<file path="config.mk">
export PLATFORM = sky130hd
export DESIGN_NAME = dc_bus_precharge_sequencer_top
export DESIGN_NICKNAME = d
export VERILOG_FILES = /design/src/design/dcps_pkg.sv /design/src/design/dcps_cfg_regs.sv /design/src/design/dcps_seq_core.sv /design/src/design/dc_bus_precharge_sequencer_top.sv
export SDC_FILE = /design/constraint.sdc
export NUM_CORES = 1
export LEC_CHECK = 0
export CAP_MARGIN = 5
export CORE_MARGIN = 2
export CORE_UTILIZATION = 45
export DETAILED_ROUTE_END_ITERATION = 10
export DONT_BUFFER_PORTS = 1
export PLACE_DENSITY = 0.65
export SETUP_SLACK_MARGIN = 0.4
export SYNTH_ARGS = -nofsm -noshare
export SYNTH_HDL_FRONTEND = slang
export SYNTH_SLANG_ARGS = --single-unit
</file>
<file path="constraint.sdc">
create_clock -name clk -period 12.02 [get_ports clk]
set_clock_uncertainty 0.05 [all_clocks]
set_input_delay 0 -clock clk [delete_from_list [all_inputs] [get_ports clk]]
set_output_delay 0 -clock clk [all_outputs]
set_load 0.01 [all_outputs]
</file>
<file path="src/design/dcps_pkg.sv">
package dcps_pkg;

    // timestamp and voltage arithmetic widths
    localparam int TIME_BITS    = 32;
    localparam int VOLTAGE_BITS = 12;

    // configuration register widths and reset values
    localparam int THRESHOLD_W   = 12;
    localparam int TIMEOUT_W     = 16;
    localparam int STABLE_W      = 16;
    localparam int CFG_DATA_W    = 16;
    localparam int CFG_INDEX_W   = 2;

    localparam logic [THRESHOLD_W-1:0] THRESHOLD_RESET = THRESHOLD_W'(600);
    localparam logic [TIMEOUT_W-1:0]   TIMEOUT_RESET   = TIMEOUT_W'(10000);
    localparam logic [STABLE_W-1:0]    STABLE_RESET    = STABLE_W'(500);

    // register indexes on the configuration port
    localparam logic [CFG_INDEX_W-1:0] CFG_VOLTAGE_THRESHOLD = CFG_INDEX_W'(0);
    localparam logic [CFG_INDEX_W-1:0] CFG_PRECHARGE_TIMEOUT = CFG_INDEX_W'(1);
    localparam logic [CFG_INDEX_W-1:0] CFG_STABLE_TIME       = CFG_INDEX_W'(2);

    // one control tick
    typedef struct packed {
        logic [31:0] tick_time;
        logic [11:0] bus_voltage;
        logic        fault_line;
        logic        start_request;
        logic        reset_request;
    } tick_word_t;

    // one result
    typedef struct packed {
        logic [1:0] mode_now;
        logic       precharge_contactor;
        logic       main_contactor;
    } result_word_t;

    // configuration seen by the sequencer
    typedef struct packed {
        logic [THRESHOLD_W-1:0] voltage_threshold;
        logic [TIMEOUT_W-1:0]   precharge_timeout;
        logic [STABLE_W-1:0]    stable_time;
    } cfg_t;

endpackage

</file>
<file path="src/design/dcps_cfg_regs.sv">
module dcps_cfg_regs
    import dcps_pkg::*;
(
    input  logic                   clk,
    input  logic                   rst_n,
    input  logic                   cfg_write,
    input  logic [CFG_INDEX_W-1:0] cfg_index,
    input  logic [CFG_DATA_W-1:0]  cfg_data,
    output cfg_t                   cfg
);

    cfg_t cfg_reg;
    cfg_t cfg_next;

    // register decode, unknown indexes are ignored
    always_comb
    begin
        cfg_next = cfg_reg;
        if (cfg_write)
        begin
            unique case (cfg_index)
                CFG_VOLTAGE_THRESHOLD: cfg_next.voltage_threshold = cfg_data[THRESHOLD_W-1:0];
                CFG_PRECHARGE_TIMEOUT: cfg_next.precharge_timeout = cfg_data[TIMEOUT_W-1:0];
                CFG_STABLE_TIME:       cfg_next.stable_time       = cfg_data[STABLE_W-1:0];
                default:               cfg_next = cfg_reg;
            endcase
        end
    end

    always_ff @(posedge clk or negedge rst_n)
    begin
        if (!rst_n)
        begin
            cfg_reg.voltage_threshold <= THRESHOLD_RESET;
            cfg_reg.precharge_timeout <= TIMEOUT_RESET;
            cfg_reg.stable_time       <= STABLE_RESET;
        end
        else
        begin
            cfg_reg <= cfg_next;
        end
    end

    assign cfg = cfg_reg;

endmodule

</file>
<file path="src/design/dcps_seq_core.sv">
module dcps_seq_core
    import dcps_pkg::*;
(
    input  logic         clk,
    input  logic         rst_n,
    input  cfg_t         cfg,
    input  logic         advance,
    input  tick_word_t   tick,
    output result_word_t result
);

    typedef enum logic [1:0] {
        ST_IDLE      = 2'd0,
        ST_PRECHARGE = 2'd1,
        ST_RUN       = 2'd2,
        ST_FAULT     = 2'd3
    } seq_state_t;

    seq_state_t             state_reg, state_next, state_eff;
    logic [TIME_BITS-1:0]   precharge_begin_reg, precharge_begin_next;
    logic [TIME_BITS-1:0]   stable_begin_reg, stable_begin_next;
    logic                   reached_reg, reached_next;
    logic                   start_pending_reg, start_pending_next;
    logic                   reset_pending_reg, reset_pending_next;

    logic [TIME_BITS-1:0]    now;
    logic [VOLTAGE_BITS-1:0] volts;
    logic [VOLTAGE_BITS-1:0] threshold;
    logic [TIME_BITS-1:0]    stable_ref;
    logic [TIME_BITS-1:0]    precharge_elapsed;
    logic [TIME_BITS-1:0]    stable_elapsed;
    logic                    timed_out;
    logic                    stable_done;
    logic                    volts_reached;
    logic                    pc;
    logic                    mc;

    assign now       = TIME_BITS'(tick.tick_time);
    assign volts     = VOLTAGE_BITS'(tick.bus_voltage);
    assign threshold = VOLTAGE_BITS'(cfg.voltage_threshold);

    // wrapping elapsed times and threshold compares
    assign stable_ref        = reached_reg ? stable_begin_reg : now;
    assign precharge_elapsed = now - precharge_begin_reg;
    assign stable_elapsed    = now - stable_ref;
    assign timed_out     = precharge_elapsed >= TIME_BITS'(cfg.precharge_timeout);
    assign stable_done   = stable_elapsed >= TIME_BITS'(cfg.stable_time);
    assign volts_reached = volts >= threshold;

    // next state for the tick at the input register
    always_comb
    begin
        start_pending_next   = start_pending_reg | tick.start_request;
        reset_pending_next   = reset_pending_reg | tick.reset_request;
        state_eff            = tick.fault_line ? ST_FAULT : state_reg;
        state_next           = state_eff;
        precharge_begin_next = precharge_begin_reg;
        stable_begin_next    = stable_begin_reg;
        reached_next         = reached_reg;
        pc                   = 1'b0;
        mc                   = 1'b0;
        unique case (state_eff)
            ST_IDLE:
            begin
                if (start_pending_next)
                begin
                    state_next           = ST_PRECHARGE;
                    precharge_begin_next = now;
                    start_pending_next   = 1'b0;
                    reached_next         = 1'b0;
                end
            end
            ST_PRECHARGE:
            begin
                pc = 1'b1;
                if (timed_out)
                begin
                    state_next = ST_FAULT;
                end
                else if (volts_reached)
                begin
                    reached_next      = 1'b1;
                    stable_begin_next = stable_ref;
                    if (stable_done)
                    begin
                        state_next   = ST_RUN;
                        reached_next = 1'b0;
                    end
                end
                else
                begin
                    reached_next = 1'b0;
                end
            end
            ST_RUN:
            begin
                mc = 1'b1;
            end
            default:
            begin
                if (reset_pending_next)
                begin
                    state_next         = ST_IDLE;
                    reset_pending_next = 1'b0;
                end
            end
        endcase
    end

    assign result.mode_now            = state_next;
    assign result.precharge_contactor = pc;
    assign result.main_contactor      = mc;

    // sequencer state, updated once per word
    always_ff @(posedge clk or negedge rst_n)
    begin
        if (!rst_n)
        begin
            state_reg           <= ST_IDLE;
            precharge_begin_reg <= '0;
            stable_begin_reg    <= '0;
            reached_reg         <= 1'b0;
            start_pending_reg   <= 1'b0;
            reset_pending_reg   <= 1'b0;
        end
        else if (advance)
        begin
            state_reg           <= state_next;
            precharge_begin_reg <= precharge_begin_next;
            stable_begin_reg    <= stable_begin_next;
            reached_reg         <= reached_next;
            start_pending_reg   <= start_pending_next;
            reset_pending_reg   <= reset_pending_next;
        end
    end

`ifndef ASSERT_OFF
    // a fault with no reset waiting always lands in fault
    a_fault_wins: assert property (@(posedge clk) disable iff (!rst_n)
        advance && tick.fault_line && !reset_pending_reg && !tick.reset_request
        |=> state_reg == ST_FAULT)
        else $error("fault did not force fault state");

    // run is only entered from precharge
    a_run_from_precharge: assert property (@(posedge clk) disable iff (!rst_n)
        advance && state_next == ST_RUN && state_reg != ST_RUN
        |-> state_reg == ST_PRECHARGE && !tick.fault_line)
        else $error("run entered from outside precharge");

    // stability tracking is clear whenever precharge starts
    a_reached_cleared: assert property (@(posedge clk) disable iff (!rst_n)
        advance && state_reg == ST_IDLE && state_next == ST_PRECHARGE
        |=> !reached_reg && precharge_begin_reg == $past(now))
        else $error("precharge entry left stale tracking");
`endif

endmodule

</file>
<file path="src/design/dc_bus_precharge_sequencer_top.sv">
// channel  | handshake               | payload
// ---------+-------------------------+---------------------------------
// tick     | tick_valid / tick_stall | tick_word (tick_word_t)
// result   | result_valid / result_stall | result_word (result_word_t)
// config   | cfg_write               | cfg_index, cfg_data
//
// one word per cycle while result_stall is low; a taken tick passes from the input
// register through the core into the result register, which drives result_valid.
// the only loop is the sequencer state register.
// rst_n clears the state, pending requests and both valids, and resets the config.
// result_stall holds the result register; the input register keeps taking a
// word as long as the result register can move on in the same cycle.
module dc_bus_precharge_sequencer_top
    import dcps_pkg::*;
(
    input  logic                   clk,
    input  logic                   rst_n,
    input  logic                   tick_valid,
    output logic                   tick_stall,
    input  tick_word_t             tick_word,
    output logic                   result_valid,
    input  logic                   result_stall,
    output result_word_t           result_word,
    input  logic                   cfg_write,
    input  logic [CFG_INDEX_W-1:0] cfg_index,
    input  logic [CFG_DATA_W-1:0]  cfg_data
);

    cfg_t         cfg;
    tick_word_t   tick_reg;
    logic         tick_valid_reg;
    result_word_t result_reg;
    logic         result_valid_reg;
    result_word_t result_next;
    logic         advance;
    logic         take;

    dcps_cfg_regs u_cfg (
        .clk       (clk),
        .rst_n     (rst_n),
        .cfg_write (cfg_write),
        .cfg_index (cfg_index),
        .cfg_data  (cfg_data),
        .cfg       (cfg)
    );

    dcps_seq_core u_core (
        .clk     (clk),
        .rst_n   (rst_n),
        .cfg     (cfg),
        .advance (advance),
        .tick    (tick_reg),
        .result  (result_next)
    );

    // pipeline flow control
    assign advance    = tick_valid_reg && (!result_valid_reg || !result_stall);
    assign tick_stall = tick_valid_reg && !advance;
    assign take       = tick_valid && !tick_stall;

    // input register
    always_ff @(posedge clk or negedge rst_n)
    begin
        if (!rst_n)
        begin
            tick_valid_reg <= 1'b0;
        end
        else if (!tick_stall)
        begin
            tick_valid_reg <= tick_valid;
        end
    end

    always_ff @(posedge clk)
    begin
        if (take)
        begin
            tick_reg <= tick_word;
        end
    end

    // result register
    always_ff @(posedge clk or negedge rst_n)
    begin
        if (!rst_n)
        begin
            result_valid_reg <= 1'b0;
        end
        else if (!result_valid_reg || !result_stall)
        begin
            result_valid_reg <= tick_valid_reg;
        end
    end

    always_ff @(posedge clk)
    begin
        if (advance)
        begin
            result_reg <= result_next;
        end
    end

    assign result_valid = result_valid_reg;
    assign result_word  = result_reg;

`ifndef ASSERT_OFF
    // a held word moves on when the result register is free
    a_moves_on: assert property (@(posedge clk) disable iff (!rst_n)
        tick_valid_reg && !result_valid_reg |=> result_valid_reg)
        else $error("word stuck in input register");

    // stalling upstream only with a word held
    a_stall_held: assert property (@(posedge clk) disable iff (!rst_n)
        tick_stall |-> tick_valid_reg && result_valid_reg && result_stall)
        else $error("tick stalled without cause");

    // contactors never closed together
    a_contactors: assert property (@(posedge clk) disable iff (!rst_n)
        result_valid_reg |-> !(result_reg.precharge_contactor && result_reg.main_contactor))
        else $error("both contactors driven");
`endif

endmodule
</file>
# Word-level counts from Yosys, hierarchy flattened
# Index checks and enable logic that the tools add are counted.
# word_totals
ff_bits	166
in_bits	70
wordCells	68
out_inout_bits	6
# classes
add_sub_neg	2
reduce_logical	18
order_cmp	3
mux	17
n_eq_ne	6
bitwise	3
# ops
operator	n
greater-or-equal comparator 32 x 16 -> 1 bit	2
subtractor 32 bit	2
2-to-1 mux 32 bit	1
greater-or-equal comparator 12 bit	1
2-to-1 mux 2 bit	6
2-to-1 mux 1 bit	8
AND reduction 4 bit	2
case mux 2 bit (3 select lines)	1
AND reduction 2 bit	3
== test 2 x 1 -> 1 bit (second input constant)	2
== test 2 bit (second input constant)	2
logical NOT 1 bit	4
logical NOT 2 bit	2
logical AND 1 bit	3
AND reduction 3 bit	1
OR reduction 3 bit	1
inequality test 2 x 1 -> 1 bit (second input constant)	1
inequality test 2 bit (second input constant)	1
bitwise OR 1 bit	2
case mux 1 bit (2 select lines)	1
nonzero test 2 bit	1
logical OR 1 bit	1
inverter 1 bit	1

# Depth between registers and ports, before layout
# Gate-level depths: netlist (run 1).
# depth
depth_word	7
ltp_mapped	25
ltp_nobuf	24

# By module
# Synthesis (run 1) repeated with hierarchy kept, for this count alone.
# hier_totals
cells_unflattened	1192
area_unflattened_um2	11399.7
# modules_own_cells
mod	area_per_inst_um2	seq_area_each_um2	cells_per_inst	instances
dcps_seq_core	8067.7	1726.7	1039	1
dcps_cfg_regs	1707.9	1119.8	94	1
dc_bus_precharge_sequencer_top	1624.1	1581.5	59	1

# Least setup slack after synthesis (run 1)
# OpenSTA, ideal clock, no wires.
# synth_timing
path_kind	register -> register
startpoint	register u_core.reached_reg
endpoint	register result_reg, in the netlist result_word[3], data pin
slack_ps	6883
setup_time_ps	274
arrival_ps	4813
n_path_buf	2
stages_incl_launch_ff	22
path_cell_list	dfrtp_1 -> clkbuf_1 -> clkbuf_1 -> mux2i_1 -> ha_1 -> a21oi_1 -> nand2_1 -> o21ai_2 -> o21ai_0 -> a21oi_1 -> xnor2_1 -> ha_1 -> and4_1 -> and2_1 -> a221oi_1 -> o21ai_0 -> a2111o_1 -> or4_1 -> nor3_1 -> and4_1 -> nand3b_1 -> nand3_1
# synth_lines
item	line_no	source
from (decl)	dcps_seq_core.sv:22	logic reached_reg, reached_next;
from (signal assigned)	dcps_seq_core.sv:131	reached_reg <= reached_next;
to (signal assigned)	dc_bus_precharge_sequencer_top.sv:99	result_reg <= result_next;
to (decl)	dc_bus_precharge_sequencer_top.sv:32	result_word_t result_reg;

==> results of run 1 <==
==> layout make-up <==
class | instances | share of cell area
Multi-Input combinational cell | 813 | 0.472
Sequential cell | 166 | 0.341
Tap cell | 324 | 0.0312
Inverter | 116 | 0.0335
Clock buffer | 17 | 0.0327
Clock inverter | 15 | 0.0152
Timing Repair Buffer | 96 | 0.0745
==> power breakdown <==
group	internal, mW	leakage [nW]	switching, mW
combinational	0.579	3.57	0.791
clock	0.286	0.297	0.291
sequential	0.693	1.76	0.0884
total	1.56	5.63	1.17
==> cell families (layout without fill, tap and decap cells) <==
family,after synthesis,after routing,share of synthesized area
buf+inv,150,244,0.0537
flops,166,166,0.398
compound gates,266,266,0.148
xor+xnor,49,49,0.0385
fa+ha+maj,110,110,0.125
simple gates,259,259,0.114
mux,129,129,0.123
==> through the flow <==
stage,worst slack [ps],utilization
finish,5950,0.534
global route,5370,0.534
CTS,5930,0.534
detailed placement,5970,0.470
global placement,6010,0.470
floorplan,6880,-
==> cell usage in the layout, fill, tap and decap left out, drive strengths merged, types with 5 or more instances in the layout <==
| master | count |
|---|---|
| mux2i | 64 |
| o21a | 5 |
| a31oi | 5 |
| buf | 5 |
| xnor2 | 20 |
| nor4 | 6 |
| xor2 | 29 |
| clkinv | 7 |
| edfxtp | 51 |
| a21o | 25 |
| nand4 | 26 |
| nand3 | 9 |
| a211oi | 18 |
| dlygate4sd3 | 91 |
| dfstp | 15 |
| dfrtp | 100 |
| o211ai | 11 |
| clkbuf | 17 |
| and2 | 5 |
| a21oi | 90 |
| mux2 | 65 |
| nand2b | 13 |
| ha | 108 |
| nor3 | 14 |
| o21ai | 77 |
| nor2 | 66 |
| inv | 123 |
| nor2b | 7 |
| nand2 | 89 |
==> per-layer routing <==
metal  vias to the layer above  GRT usage  part of all wire
met3                        47     0.0357             0.030
li1                       4217          -                 -
met2                       166      0.366              0.47
met5                         -          0                 0
met1                      4232      0.301              0.48
met4                         0     0.0702             0.024
==> worst paths after layout <==
path                                    start                        endpoint  slack (ps)  cells after the start
setup / recovery           u_core.reached_reg                  result_word[3]        5950                     21
hold / removal                          rst_n                    u_cfg.cfg[3]          90                      2
setup reg to reg           u_core.reached_reg                  result_word[3]        5950                     21
hold reg to reg                tick_valid_reg                    result_valid         440                      1
max in group asynchronous               rst_n  u_core.precharge_begin_reg[20]       11340                      2
min in group clk                 tick_word[4]                     tick_reg[4]         110                      1
==> flow_metrics.tcl, run 1 <==
set metrics [dict create \
    outcome "complete, no violations" \
    cts.reportedPaths.clkPinSlew_ps 90 \
    routed_wl_um 27900 \
    hold_viol_final 0 \
    die_y_um 161 \
    synth_flop_cell "dfrtp_1" \
    synth_edf_count 51 \
    synth-seq-cells 166 \
    min_path_type "input port to async pin" \
    postCtsHoldBufs 92 \
    slew_headroom 0.327 \
    crit_path_max_fanout 37 \
    cap_violations 0 \
    insertion_delay_ps 450 \
    p_total_mw 2.73 \
    async_flop_share 0.693 \
    grt_pass1_vias 8799 \
    fp.dieArea_sq_mm 0.0260 \
    num_io_pins 76 \
    end_kind "flop" \
    critPathArrivalTime_ps 6200 \
    cp_common_cell "o21ai_0" \
    design_area_sq_mm 0.0130 \
    portBuffers 0 \
    yosysSeqAreaShare 0.398 \
    synth-warning-count 0 \
    drtIter0Drc 404 \
    core_sq_mm 0.0243 \
    grt_usage 0.222 \
    grt-ovfl-total 0 \
    finalMaxSlewViolations 0 \
    grt_max_degree 116 \
    stdcell_count 1547 \
    die_w_um 161 \
    final_net_count 1390 \
    cts_resized 0 \
    p_leak_nw 5.63 \
    worstPathCellList "o21ai_0 -> ha_1 -> fa_1 -> nand2b_1 -> a21oi_1 -> o21ai_0 -> nor2b_1 -> nor3_1 -> nor2_1 -> xnor2_1 -> ha_1 -> and4_1 -> and2_1 -> a221oi_1 -> o21ai_0 -> a2111o_1 -> or4_1 -> nor3_1 -> and4_1 -> nand3b_1 -> nand3_1" \
    start_util 0.458 \
    synth.area.top_cells "dfrtp_1 22%, edfxtp_1 14%, ha_1 12%" \
    area_growth_pct 16.6 \
    crit_required_ps 12150 \
    start_kind "flop" \
    yosysMostFrequentCell "inv_1" \
    slowest_delay_ps 1030 \
    syn_area_sq_mm 0.0111 \
    drive_above_1_share 0.110 \
    drt-vias-per-instance 5.60 \
    yosysTopAreaCell "dfrtp_1" \
    fp-row-count 57 \
    syn_nets 1309 \
    cp_slowest_cell "dfrtp_2" \
    ir_drop_mv 0.123 \
    synthCells 1129 \
    antenna_found_initial 0 \
    rsz0062_at_grt "no" \
    cts_htree_levels 4 \
    nFillCells 2172 \
    vias 8662 \
    route.detailed.drc 0 \
    routedWlPerCell_um 18.0 \
    ctsLongestPathBuffers 2 \
    fmax_ghz 0.165 \
    numCtsBuffers 17 \
    cts_tree "yes" \
    dp.cells 1423 \
    grt_pass1_wl_um 45800 \
    dp_hpwl_um 20300 \
    fin_crit_sh 0.505 \
    worst_pin_slew_ps 1010 \
    path_buf_inv 0 \
    tns_ps 0 \
    synth_common_cells "116 x inv_1, 108 x ha_1, 100 x dfrtp_1" \
    cpLargestDelayFamily "simple AND/OR/NAND/NOR gates" \
    ant_nets 0 \
    post_cts_buffers 0 \
    cts_root_buf "clkbuf_16" \
    drtPass1Iterations 4 \
    multi_input_area_sq_mm 0.00613 \
    hold_ws_ps 88.2 \
    path_class "flop to flop" \
    powerDensity_mw_per_mm2 210 \
    synth.avg_cell_area_sq_um 9.87 \
    min_period_ps 6070 \
    largest_reg_flops 47 \
    synth_top_area_frac 0.225 \
    n_antenna_cell 0 \
    seq_area_sq_mm 0.00443 \
    setup_viol 0 \
    dpl-instance-area_sq_mm 0.0114 \
    gp_congestion 0.880 \
    clock_sinks 166 \
    synthDistinctLibCells 69 \
]
(Power assumes the default switching activity.)
==> inputs of run 2 (changes only) <==
- clock period: 12.02 -> 6.34 ns (I/O delays scaled with it)
==> flow_metrics.tcl, run 2 (same netlist as run 1, synthesis figures left out) <==
set metrics [dict create \
    rrSetupSlack_ps 840 \
    grt_usage 0.217 \
    power_frac_clock 0.208 \
    ant_nets 0 \
    fp-row-count 57 \
    fin_crit_sh 0.868 \
    portBuffers 0 \
    ir_drop_mv 0.170 \
    crit_path_max_fanout 19 \
    holdPathStages 1 \
    die_y_um 161 \
    fp.dieArea_sq_mm 0.0260 \
    gp_congestion 0.902 \
    cts.reportedPaths.clkPinSlew_ps 80 \
    multi_input_area_sq_mm 0.00613 \
    cts_tree "yes" \
    tns_ps 0 \
    ctsLongestPathBuffers 2 \
    grt_pass1_wl_um 44500 \
    p_leak_nw 5.64 \
    final_net_count 1392 \
    cap_violations 0 \
    internal-power_mw 2.96 \
    slew_headroom 0.383 \
    powerDensity_mw_per_mm2 398 \
    drtIter0Drc 572 \
    ff2ff_path_depth 20 \
    startpoint "u_core.reached_reg" \
    min_path_type "input port to flop" \
    fin_ws_ps 836 \
    grt-ovfl-total 0 \
    end_kind "flop" \
    place_ws_ps 853 \
    rsz0062_at_grt "no" \
    n_antenna_cell 0 \
    worstReg2RegStart "u_core.reached_reg" \
    route.detailed.drc 0 \
    fmax_ghz 0.182 \
    dp.cells 1425 \
    dp_hpwl_um 20100 \
    switchingPower_mw 2.22 \
    numCtsBuffers 17 \
    cts_root_buf "clkbuf_16" \
    critPathArrivalTime_ps 5640 \
    seq_area_sq_mm 0.00443 \
    p_comb_frac 0.514 \
    nFillCells 2104 \
    insertion_delay_ps 450 \
    layout_commonest_cell "inv_1" \
    cts_htree_levels 4 \
    fin_util 0.535 \
    hold_ws_ps 40.8 \
    drt-vias-per-instance 5.62 \
    clock_sinks 166 \
    finalMaxSlewViolations 0 \
    r2r-end "result_word[3]" \
    swShare 0.429 \
    mostFrequentLayoutCells "116 x inv_1, 108 x ha_1, 99 x dfrtp_1" \
    critical_path.endpoint "result_word[3]" \
    core_sq_mm 0.0243 \
    drive_above_1_share 0.113 \
    outcome "complete, no violations" \
    start_kind "flop" \
    min_period_ps 5500 \
    start_util 0.458 \
    path_class "flop to flop" \
    grt_pass1_vias 8658 \
    worst_pin_slew_ps 922 \
    area_growth_pct 16.9 \
    vias 8706 \
    largest_reg_flops 47 \
    routedWlPerCell_um 17.7 \
    die_w_um 161 \
    crit_required_ps 6470 \
    grt_max_degree 116 \
    setup_viol 0 \
    stdcell_count 1549 \
    antenna_found_initial 0 \
    drtPass1Iterations 7 \
    routed_wl_um 27400 \
    num_io_pins 76 \
    p_seq_frac 0.278 \
    hold_viol_final 0 \
    post_cts_buffers 0 \
]
## run 2: worst min path at each step
stage | endpoint | startpoint | slack [ps]
after floorplan | result_valid | rst_n | -350
after global placement | u_cfg.cfg[34] | rst_n | -340
after detailed placement | u_cfg.cfg[34] | rst_n | -340
after CTS | tick_reg[46] | tick_valid | 30
after global routing | tick_reg[46] | tick_valid | 40
final | tick_reg[46] | tick_valid | 40
## run 2: power groups by stage
stage	clock, mW	sequential (mW)	combinational [mW]
floorplan	0	1.41	2.00
global placement	0	1.45	2.52
detailed placement	0	1.46	2.54
CTS	1.11	1.44	2.63
global route	1.14	1.46	2.97
finish	1.08	1.44	2.67
## run 2: through the flow
stage | total power, mW | instance area, sq um
floorplan | 3.40 | 11100
finish | 5.18 | 13000
detailed placement | 4.00 | 11400
global placement | 3.97 | 11400
CTS | 5.18 | 13000
global route | 5.58 | 13000
## run 2: cell type report
class	instances	area share
Timing Repair Buffer	98	0.0759
Multi-Input combinational cell	813	0.471
Clock inverter	15	0.0153
Sequential cell	166	0.340
Clock buffer	17	0.0327
Tap cell	324	0.0311
Inverter	116	0.0334
## run 2: what timing repair did
action	CTS	global route
gates resized for setup	0	2
hold endpoints to repair	208	0
hold buffers	91	0
endpoints found under the setup margin	0	1
## run 2: layer usage
layer | vias up | track usage | part of all wire
met5 | - | 0 | 0
met4 | 0 | 0.0682 | 0.022
met3 | 38 | 0.0331 | 0.044
met2 | 229 | 0.359 | 0.47
met1 | 4222 | 0.293 | 0.46
li1 | 4217 | - | -
## run 2: critical path, stage by stage, from the launching register on
cell and delay [ps]:
dfrtp_2 460, buf_6 270, mux2i_1 320, ha_1 320, a21oi_1 260, nand2_1 100, o21ai_2 210, o21ai_0 160
a21oi_1 200, xnor2_1 140, ha_1 250, and4_1 200, and2_1 150, a221oi_1 290, o21ai_0 230, a2111o_1 420
or4_1 510, nor3_1 200, and4_1 260, nand3b_1 140, nand3_1 90
==> inputs of run 3 (changes only) <==
- SYNTH_HIERARCHICAL: not set -> 1
==> flow_metrics.tcl, run 3 <==
set metrics [dict create \
    outcome "complete, no violations" \
    fin_util 0.524 \
    yosysMostFrequentCell "inv_1" \
    grt_usage 0.233 \
    antenna_found_initial 1 \
    worstReg2RegStart "tick_reg[15]" \
    die_y_um 163 \
    hold_ws_ps 89.4 \
    cts_root_buf "clkbuf_16" \
    drtPass1Iterations 6 \
    synth_flop_cell "dfrtp_1" \
    routed_wl_um 29700 \
    start_util 0.455 \
    ff2ff_path_depth 20 \
    async_flop_share 0.693 \
    tns_ps 0 \
    critPathArrivalTime_ps 5590 \
    start_kind "flop" \
    crit_path_max_fanout 14 \
    cts_tree "yes" \
    path_class "flop to flop" \
    yosysSeqAreaShare 0.388 \
    route.detailed.drc 0 \
    core_sq_mm 0.0250 \
    numCtsBuffers 17 \
    end_kind "flop" \
    fin_crit_sh 0.835 \
    grt-ovfl-total 0 \
    ctsLongestPathBuffers 2 \
    routedWlPerCell_um 18.5 \
    drtIter0Drc 641 \
    design_area_sq_mm 0.0131 \
    dpl-instance-area_sq_mm 0.0117 \
    rsz0062_at_grt "no" \
    powerDensity_mw_per_mm2 351 \
    synth.area.top_cells "dfrtp_1 22%, edfxtp_1 13%, ha_1 12%" \
    critical_path.endpoint "u_core/stable_begin_reg[23]" \
    grt_pass1_vias 8939 \
    min_path_type "input port to output pin" \
    rrSetupSlack_ps 1050 \
    synth-seq-cells 166 \
    syn_nets 1372 \
    crit_required_ps 6640 \
    nFillCells 2291 \
    fp.dieArea_sq_mm 0.0266 \
    fp-row-count 58 \
    synthDistinctLibCells 74 \
    seq_area_sq_mm 0.00443 \
    area_growth_pct 15.0 \
    grt_max_degree 116 \
    yosysTopAreaCell "dfrtp_1" \
    gp_congestion 0.940 \
    largest_reg_flops 47 \
    vias 8875 \
    drive_above_1_share 0.0960 \
    synth_common_cells "122 x inv_1, 108 x ha_1, 106 x nand2_1" \
    slew_headroom 0.288 \
    layout_commonest_cell "inv_1" \
    mostFrequentLayoutCells "122 x inv_1, 108 x ha_1, 106 x nand2_1" \
    p_leak_nw 5.53 \
    ir_drop_mv 0.222 \
    dp_hpwl_um 21900 \
    syn_area_sq_mm 0.0114 \
    hold_viol_final 0 \
    synth.avg_cell_area_sq_um 9.56 \
    die_w_um 163 \
    r2r-end "u_core/stable_begin_reg[23]" \
    drt-vias-per-instance 5.54 \
    worst_pin_slew_ps 1070 \
    portBuffers 0 \
    synth_edf_count 51 \
    post_cts_buffers 0 \
    synth-warning-count 6 \
    insertion_delay_ps 440 \
    finalMaxSlewViolations 0 \
    startpoint "tick_reg[15]" \
    clock_sinks 166 \
    cts.reportedPaths.clkPinSlew_ps 80 \
    fmax_ghz 0.189 \
    setup_viol 0 \
    cts_htree_levels 4 \
    num_io_pins 76 \
    cap_violations 0 \
    ant_nets 0 \
    synth_top_area_frac 0.220 \
    synthCells 1192 \
    grt_pass1_wl_um 48100 \
    final_net_count 1438 \
    min_period_ps 5290 \
    multi_input_area_sq_mm 0.00633 \
]
## run 3: cell types whose count changed after synthesis, moves of 9 or more
cell / previous run / this run
nor3_1: 14 / 24
a21o_1: 25 / 16
o21a_1: 5 / 19
o21ai_0: 64 / 88
nand2_1: 89 / 106
mux2_2: 63 / 51
a211oi_1: 17 / 8
nand3_1: 9 / 18
xor2_1: 29 / 13
## run 3: per-stage QoR
stage               worst slack, ps  cells  total power [mW]
finish                         1050   1602              4.61
detailed placement             1060   1490              3.43
global placement               1170   1490              3.41
CTS                            1040   1601              4.62
floorplan                      1790   1192              2.97
global route                    500   1602              4.98
## run 3: cells by family (layout without fill, tap and decap cells)
| group | count (synthesis) | after routing | synth area share |
|---|---|---|---|
| adder cells (fa/ha/maj) | 110 | 110 | 0.122 |
| other | 0 | 1 | 0 |
| AND/OR/NAND/NOR | 299 | 299 | 0.131 |
| flip-flops | 166 | 166 | 0.388 |
| AO/OA/AOI/OAI | 302 | 302 | 0.164 |
| XOR/XNOR | 41 | 41 | 0.0315 |
| multiplexers | 114 | 114 | 0.106 |
| buffers and inverters | 160 | 239 | 0.0566 |
## run 3: worst max-delay path: stages, from the launching register on
cell and delay (ps):
edfxtp_1 380, inv_1 110, ha_1 170, inv_1 60, fa_1 390, a21o_1 210, a221o_1 350, a21o_1 190
a21oi_1 160, xnor2_1 160, ha_1 260, and4_1 200, a221oi_1 240, nor2_1 90, nor4_1 270, nand4_1 140
a2111oi_2 380, nand4_2 230, nor3_4 510, buf_4 380, mux2i_1 250
## run 3: cell type report
class                      count  area share
multi-input combinational    866       0.483
sequential                   166       0.338
timing repair buffer          85      0.0651
inverter                     122      0.0349
clock buffer                  17      0.0324
tap                          330      0.0315
clock inverter                15      0.0153
antenna                        1    0.000191
## run 3: timing repair
item | 4_1_cts | 5_1_grt
endpoints found under the hold margin | 215 | 0
hold buffers | 79 | 0
resized for setup | 0 | 0
## run 3: worst min-delay path by stage
| stage | from | to | slack [ps] | cells past startpoint |
|---|---|---|---|---|
| floorplan | rst_n | result_valid | -350 | 0 |
| global placement | rst_n | u_core/precharge_begin_reg[21] | -340 | 0 |
| detailed placement | rst_n | u_core/precharge_begin_reg[23] | -340 | 0 |
| CTS | result_stall | tick_stall | 100 | 2 |
| global route | tick_word[18] | tick_reg[18] | 110 | 1 |
| finish | result_stall | tick_stall | 90 | 2 |
## run 3: power breakdown
part | switching, mW | leakage (nW) | internal, mW
combinational | 1.24 | 3.48 | 0.864
clock | 0.539 | 0.298 | 0.542
sequential | 0.105 | 1.75 | 1.32
## run 3: routing by layer
metal | GRT usage | vias to the layer above | part of all wire
li1 | - | 4450 | -
met1 | 0.305 | 4208 | 0.45
met2 | 0.402 | 191 | 0.49
met3 | 0.0376 | 26 | 0.039
met4 | 0.0595 | 0 | 0.016
met5 | 0 | - | 0
